<file path="config.mk">
export PLATFORM = sky130hd
export DESIGN_NAME = telnet_receive_command_parser_top
export DESIGN_NICKNAME = d
export VERILOG_FILES = /design/src/rtl/core/tnrx_pkg.sv /design/src/rtl/core/tnrx_parser.sv /design/src/rtl/core/tnrx_out_buf.sv /design/src/rtl/core/telnet_receive_command_parser_top.sv
export SDC_FILE = /design/constraint.sdc
export NUM_CORES = 1
export LEC_CHECK = 0
export CAP_MARGIN = 20
export CORE_AREA = 2 2 82 84
export CTS_CLUSTER_SIZE = 24
export DETAILED_ROUTE_END_ITERATION = 10
export DIE_AREA = 0 0 84 86
export DONT_BUFFER_PORTS = 1
export GPL_TIMING_DRIVEN = 0
export SLEW_MARGIN = 20
export SYNTH_ARGS = -nofsm -noshare
export SYNTH_HDL_FRONTEND = slang
export SYNTH_SLANG_ARGS = --single-unit
export TNS_END_PERCENT = 20
</file>
<file path="constraint.sdc">
create_clock -name aclk -period 3.3 [get_ports aclk]
set_clock_uncertainty 0.05 [all_clocks]
set_input_delay 0.33 -clock aclk [delete_from_list [all_inputs] [get_ports aclk]]
set_output_delay 0.33 -clock aclk [all_outputs]
set_load 0.05 [all_outputs]
</file>
<file path="src/rtl/core/tnrx_pkg.sv">
// Package for the telnet receive command parser.
// Holds the byte codes, result kinds, parse phase type and the result word struct.
// No dependencies.
package tnrx_pkg;

    // Command byte codes
    localparam logic [7:0] CODE_IAC  = 8'd255;
    localparam logic [7:0] CODE_DONT = 8'd254;
    localparam logic [7:0] CODE_DO   = 8'd253;
    localparam logic [7:0] CODE_WONT = 8'd252;
    localparam logic [7:0] CODE_WILL = 8'd251;
    localparam logic [7:0] CODE_SB   = 8'd250;
    localparam logic [7:0] CODE_SE   = 8'd240;

    // Result kinds; negotiation kinds run WILL, WONT, DO, DONT upward from KIND_WILL
    localparam logic [2:0] KIND_DATA   = 3'd0;
    localparam logic [2:0] KIND_WILL   = 3'd1;
    localparam logic [2:0] KIND_SBBYTE = 3'd5;
    localparam logic [2:0] KIND_SBEND  = 3'd6;

    typedef enum logic [2:0] {
        PH_DATA        = 3'd0,
        PH_IAC         = 3'd1,
        PH_VERB_OPT    = 3'd2,
        PH_VERB_ESC    = 3'd3,
        PH_SB_OPT      = 3'd4,
        PH_SB_OPT_ESC  = 3'd5,
        PH_SB_BODY     = 3'd6,
        PH_SB_BODY_ESC = 3'd7
    } phase_t;

    typedef struct packed {
        logic [2:0] kind;
        logic [7:0] value;
        logic [7:0] sub_option;
    } result_t;

endpackage

</file>
<file path="src/rtl/core/tnrx_parser.sv">
// Telnet parse state machine: phase, pending verb and open option.
// One byte per enabled cycle, at most one result word out. Uses tnrx_pkg.
module tnrx_parser (
    input  logic             aclk,
    input  logic             aresetn,
    input  logic             step_en,
    input  logic [7:0]       rx_byte,
    output logic             res_valid,
    output tnrx_pkg::result_t res
);
    import tnrx_pkg::*;

    phase_t     phase_reg, phase_next;
    logic [1:0] verb_reg, verb_next;
    logic [7:0] opt_reg, opt_next;
    logic       emit;

    always_ff @(posedge aclk) begin
        if (!aresetn) begin
            phase_reg <= PH_DATA;
            verb_reg  <= 2'd0;
            opt_reg   <= 8'd0;
        end else if (step_en) begin
            phase_reg <= phase_next;
            verb_reg  <= verb_next;
            opt_reg   <= opt_next;
        end
    end

    always_comb begin
        phase_next     = phase_reg;
        verb_next      = verb_reg;
        opt_next       = opt_reg;
        emit           = 1'b0;
        res.kind       = KIND_DATA;
        res.value      = rx_byte;
        res.sub_option = 8'd0;
        unique case (phase_reg)
            PH_DATA: begin
                if (rx_byte == CODE_IAC) phase_next = PH_IAC;
                else                     emit = 1'b1;
            end
            PH_IAC: begin
                if (rx_byte == CODE_IAC) begin
                    phase_next = PH_DATA;
                    emit       = 1'b1;
                end else if (rx_byte >= CODE_WILL) begin
                    verb_next  = 2'(rx_byte - CODE_WILL);
                    phase_next = PH_VERB_OPT;
                end else if (rx_byte == CODE_SB) begin
                    phase_next = PH_SB_OPT;
                end else begin
                    phase_next = PH_DATA;   // unknown command dropped
                end
            end
            PH_VERB_OPT: begin
                res.kind = KIND_WILL + 3'(verb_reg);
                if (rx_byte == CODE_IAC) begin
                    phase_next = PH_VERB_ESC;
                end else begin
                    phase_next = PH_DATA;
                    emit       = 1'b1;
                end
            end
            PH_VERB_ESC: begin
                res.kind   = KIND_WILL + 3'(verb_reg);
                phase_next = PH_DATA;
                emit       = 1'b1;
            end
            PH_SB_OPT: begin
                if (rx_byte == CODE_IAC) begin
                    phase_next = PH_SB_OPT_ESC;
                end else begin
                    opt_next   = rx_byte;
                    phase_next = PH_SB_BODY;
                end
            end
            PH_SB_OPT_ESC: begin
                opt_next   = rx_byte;
                phase_next = PH_SB_BODY;
            end
            PH_SB_BODY: begin
                res.kind       = KIND_SBBYTE;
                res.sub_option = opt_reg;
                if (rx_byte == CODE_IAC) phase_next = PH_SB_BODY_ESC;
                else                     emit = 1'b1;
            end
            PH_SB_BODY_ESC: begin
                res.sub_option = opt_reg;
                emit           = 1'b1;
                if (rx_byte == CODE_SE) begin
                    res.kind   = KIND_SBEND;
                    res.value  = 8'd0;
                    phase_next = PH_DATA;
                end else begin
                    res.kind   = KIND_SBBYTE;
                    phase_next = PH_SB_BODY;
                end
            end
            default: begin
                phase_next = PH_DATA;
            end
        endcase
        res_valid = step_en && emit;
    end

    // SB end always returns the parser to plain data
    a_sbend_to_data: assert property (@(posedge aclk) disable iff (!aresetn)
        (res_valid && res.kind == KIND_SBEND) |=> (phase_reg == PH_DATA))
        else $error("parser not in data phase after subnegotiation end");

    // negotiation and data results carry no option
    a_sub_zero: assert property (@(posedge aclk) disable iff (!aresetn)
        (res_valid && res.kind != KIND_SBBYTE && res.kind != KIND_SBEND)
        |-> (res.sub_option == 8'd0))
        else $error("sub_option set on a non-subnegotiation result");

endmodule

</file>
<file path="src/rtl/core/tnrx_out_buf.sv">
// Result register for the telnet parser: holds one word until the sink takes it.
// Uses tnrx_pkg.
module tnrx_out_buf (
    input  logic              aclk,
    input  logic              aresetn,
    input  logic              load,
    input  tnrx_pkg::result_t din,
    output logic              free,
    output logic              m_valid,
    input  logic              m_ready,
    output logic [2:0]        m_kind,
    output logic [7:0]        m_value,
    output logic [7:0]        m_sub_option
);
    import tnrx_pkg::*;

    logic    valid_reg, valid_next;
    result_t data_reg;

    assign free = !valid_reg || m_ready;

    always_comb begin
        valid_next = valid_reg;
        if (free) valid_next = load;
    end

    always_ff @(posedge aclk) begin
        if (!aresetn) valid_reg <= 1'b0;
        else          valid_reg <= valid_next;
    end

    always_ff @(posedge aclk) begin
        if (free && load) data_reg <= din;
    end

    assign m_valid      = valid_reg;
    assign m_kind       = data_reg.kind;
    assign m_value      = data_reg.value;
    assign m_sub_option = data_reg.sub_option;

    // a new word is only offered when the slot is free
    a_no_overwrite: assert property (@(posedge aclk) disable iff (!aresetn)
        load |-> free)
        else $error("result word loaded over a pending one");

endmodule

</file>
<file path="src/rtl/core/telnet_receive_command_parser_top.sv">
// Top level of the telnet receive command parser.
// Instantiates tnrx_parser and tnrx_out_buf; uses tnrx_pkg.
//
//  channel | direction | ports                                  | word
//  --------+-----------+----------------------------------------+---------------------
//  s_      | in        | s_valid, s_ready, s_rx_byte            | one received byte
//  m_      | out       | m_valid, m_ready, m_kind, m_value,     | one parse result
//          |           | m_sub_option                           |
//
//  Throughput: one byte per cycle while m_ready is high; bytes pass the input register, then the result register.
//  Bytes that produce no result (IAC prefixes, verbs, SB option bytes) are absorbed silently.
//  Reset (aresetn low, synchronous) empties both registers and returns to the data phase.
//  A stalled m_ channel holds the result; the input register then fills and s_ready drops.
module telnet_receive_command_parser_top (
    input  logic       aclk,
    input  logic       aresetn,
    input  logic       s_valid,
    output logic       s_ready,
    input  logic [7:0] s_rx_byte,
    output logic       m_valid,
    input  logic       m_ready,
    output logic [2:0] m_kind,
    output logic [7:0] m_value,
    output logic [7:0] m_sub_option
);
    import tnrx_pkg::*;

    logic       in_vld_reg, in_vld_next;
    logic [7:0] in_byte_reg;
    logic       out_free;
    logic       advance;
    logic       res_valid;
    result_t    res;

    // byte leaves the input register whenever the result slot can take a word
    assign advance = in_vld_reg && out_free;
    assign s_ready = !in_vld_reg || advance;

    always_comb begin
        in_vld_next = in_vld_reg;
        if (s_valid && s_ready) in_vld_next = 1'b1;
        else if (advance)       in_vld_next = 1'b0;
    end

    always_ff @(posedge aclk) begin
        if (!aresetn) in_vld_reg <= 1'b0;
        else          in_vld_reg <= in_vld_next;
    end

    always_ff @(posedge aclk) begin
        if (s_valid && s_ready) in_byte_reg <= s_rx_byte;
    end

    tnrx_parser u_parser (
        .aclk      (aclk),
        .aresetn   (aresetn),
        .step_en   (advance),
        .rx_byte   (in_byte_reg),
        .res_valid (res_valid),
        .res       (res)
    );

    tnrx_out_buf u_out (
        .aclk         (aclk),
        .aresetn      (aresetn),
        .load         (res_valid),
        .din          (res),
        .free         (out_free),
        .m_valid      (m_valid),
        .m_ready      (m_ready),
        .m_kind       (m_kind),
        .m_value      (m_value),
        .m_sub_option (m_sub_option)
    );

    // an empty input register never blocks the source
    a_empty_ready: assert property (@(posedge aclk) disable iff (!aresetn)
        !in_vld_reg |-> s_ready)
        else $error("s_ready low with an empty input register");

endmodule
</file>
==> out/metrics.csv <==
stage,metric,value,unit
synthesis,synth_area_per_cell,12.47,µm²
drt,drt_first_pass_iters,4,
synthesis,synth_common_cells,"27 x edfxtp_1, 15 x dfxtp_1, 14 x nor2b_1",
clock_network,clk_latency,0.30,ns
clock_network,cts_tree,yes,
synthesis,synth_top_area_share,45.80,%
synthesis,synth_flop_cell,edfxtp_1,
final_layout,multi_input_comb_area,621.8,µm²
min_path,min_from,s_rx_byte[0],
synthesis,yosysSeqAreaShare,62.76,%
synthesis,syn_area,1770,µm²
pwr,vdd_ir_drop_max,0.2525,mV
worst_setup_path,crit_chain,ha_1 -> nand3_1 -> o21ai_0 -> a21o_1 -> and3_1,
synthesis,synth_nets,158,
status,status,"finished, final reports clean",
final_layout,nets,165,
synthesis,synth_xor_area_share,0.9894,%
sta,slew_viol_final,0,
synthesis,async_flop_share,0,%
sta,finalHoldViolations,0,
grt,overflow,0,
clock_network,post_cts_buffers,0,
final_layout,layout-drive-gt1-share,8.667,%
worst_setup_path,path_class,register to register,
synthesis,synthMuxAreaShare,5.654,%
drt,vias_per_cell,4.700,
synthesis,yosys.area_share.simple,18.30,%
pwr,p_leak,0.6692,nW
worst_setup_path,crit_fanout,19,
clock_network,clockBufferDepth,2,
sta,layout_setup_ws,0.9914,ns
final_layout,postLayoutCoreUtil,31.49,%
sta,setup_viol,0,
worst_setup_path,r2r_slack,0.99,ns
floorplanning,start_util,28.20,%
clock_network,h-tree-depth,2,
synthesis,synth-seq-cells,42,
floorplanning,die_h,86,µm
worst_setup_path,cp_slowest_stage_delay,0.73,ns
floorplanning,rows,29,
drt,wire_per_inst,14.58,µm
placed_design,dpl_worst_slack,0.9504,ns
grt,grt_antenna_before_repair,0,
synthesis,synth_edf_count,27,
worst_setup_path,reg2reg_from,in_byte_reg[1],
final_layout,fillers,656,
synthesis,synth.most_common_cell,edfxtp_1,
clock_network,ctsRootBufferMaster,clkbuf_8,
synthesis,synth_compound_area_share,7.350,%
worst_setup_path,crit_path_start,in_byte_reg[1],
grt,grt_pass1_wl,5451,µm
worst_setup_path,cp-end-kind,register,
floorplanning,die_area,7224,µm²
sta,whs,0.07481,ns
floorplanning,ioPinCount,33,
drt,drt-total-wl,3309,µm
final_layout,seq_area,1111,µm²
worst_setup_path,crit_arrival,2.18,ns
synthesis,synth_top_family_by_area,simple AND/OR/NAND/NOR gates,
final_layout,synthToLayoutAreaGrowth,11.66,%
min_path,holdCritPathClass,input pin to register,
clock_network,cts_made_buffers,5,
clock_network,postCtsHoldBufs,0,
sta,fin_crit,2.309,ns
sta,slew_headroom,40.88,%
grt,grtUsageTotal,10.15,%
sta,rsz0062_at_grt,false,
drt,drtIter0Drc,62,
worst_setup_path,cp.required,3.18,ns
sta,tightest_slew,0.8868,ns
worst_setup_path,worst_setup_path_start_kind,register,
grt,grt_pass1_vias,1044,
synthesis,yosysWarnings,0,
clock_network,cts.sinks,42,
clock_network,path_clk_slew,0.07,ns
flow_run,max_cap_violations,0,
synthesis,synthTopCellsByArea,"edfxtp_1 46%, dfxtp_1 17%, mux2i_1 5.7%",
synthesis,synth_cells,142,
grt,grt_max_degree,20,
pwr,power_density,539.2,nW/µm²
placed_design,hpwl,2363,µm
worst_setup_path,crit_slowest_cell,and3_1,
clock_network,post_cts_resized,0,
synthesis,synth_cell_types,32,
floorplanning,die_w,84,µm
final_layout,antennaDiodeCount,0,
placed_design,port-buffer-count,0,
drt,drc,0,
sta,finalCritPeriodShare,69.96,%
synthesis,yosys.area.top_type,edfxtp_1,
sta,fin_setup_tns,0,ns
floorplanning,core_area,6277,µm²
synthesis,synth_adder_area_share,2.827,%
drt,antenna_left,0,
sta,fmaxAchievable,433.2,MHz
placed_design,place.gp.congestion,0.8262,
drt,vias,1067,
==> area by class of cell <==
class	count	share of cell area, %
multi-input combinational	90	31.46
clock buffer	6	3.671
clock inverter	2	1.899
sequential	42	56.20
tap	77	4.873
inverter	4	0.7595
buffer	6	1.139
==> where the power goes <==
group | total [W] | switching (W) | leakage [nW] | internal (W)
Sequential | 0.000633 | 0.0000534 | 0.373 | 0.000580
Clock | 0.000403 | 0.000178 | 0.0514 | 0.000226
Combinational | 0.0000295 | 0.0000184 | 0.245 | 0.0000111
Total | 0.00107 | 0.000249 | 0.669 | 0.000817
==> worst paths after layout <==
check	to	depth (start not counted)
max	u_out.m_sub_option[6]	5
min	in_byte_reg[0]	0
max reg2reg	u_out.m_sub_option[6]	5
min reg2reg	u_parser.opt_reg[3]	2
==> worst max-delay path: cells and delay by family (launching register included) <==
family | cells | cell delay [ns]
simple gates | 2 | 0.85
compound gates | 2 | 0.34
fa+ha+maj | 1 | 0.24
flops | 1 | 0.44
==> cells by family (layout without fill, tap and decap cells) <==
| kind of cell | count (synthesis) | in the layout |
|---|---|---|
| AOI/OAI and AO/OA | 19 | 19 |
| xor gates and xnor gates | 2 | 2 |
| adders and majority gates | 4 | 4 |
| buffers and inverters | 10 | 18 |
| DFF | 42 | 42 |
| muxes | 10 | 10 |
| and+or+nand+nor | 55 | 55 |
==> metal layers <==
layer / GRT usage [%] / share of wire (%) / vias up
li1: - / - / 523
met1: 13.55 / 49 / 494
met2: 13.24 / 41 / 41
met3: 4.139 / 7.4 / 9
met4: 6.891 / 3.2 / 0
met5: 0 / 0 / -
==> through the flow <==
| stage | total power, W | area (µm²) | instances |
|---|---|---|---|
| after floorplan | 0.0006640 | 1770 | 142 |
| after global placement | 0.0006746 | 1867 | 219 |
| after detailed placement | 0.0006760 | 1867 | 219 |
| after CTS | 0.001081 | 1977 | 227 |
| after global routing | 0.001114 | 1977 | 227 |
| final | 0.001066 | 1977 | 227 |
==> cells in the final DEF, fill, tap and decap left out <==
cell type / n
inv_2: 2
and3_1: 11
o21ai_1: 1
ha_1: 4
nand4_2: 1
nor4b_1: 1
nand4_1: 1
clkbuf_1: 7
a21o_1: 1
o21ai_0: 4
bufinv_16: 1
nand2b_1: 1
inv_1: 2
xnor2_1: 2
nor2_2: 1
a21boi_0: 1
a2111oi_4: 1
a21oi_1: 7
edfxtp_1: 27
and2_1: 8
nand4b_1: 1
a31oi_1: 1
nand2_1: 6
clkbuf_8: 5
or3_1: 1
nand2_2: 1
nor2_1: 5
nor2b_1: 14
clkinvlp_4: 1
nand3_1: 3
o21a_1: 1
o22ai_1: 1
dfxtp_1: 15
mux2i_1: 10
o31ai_1: 1
Power figures use the tool's default switching activity.
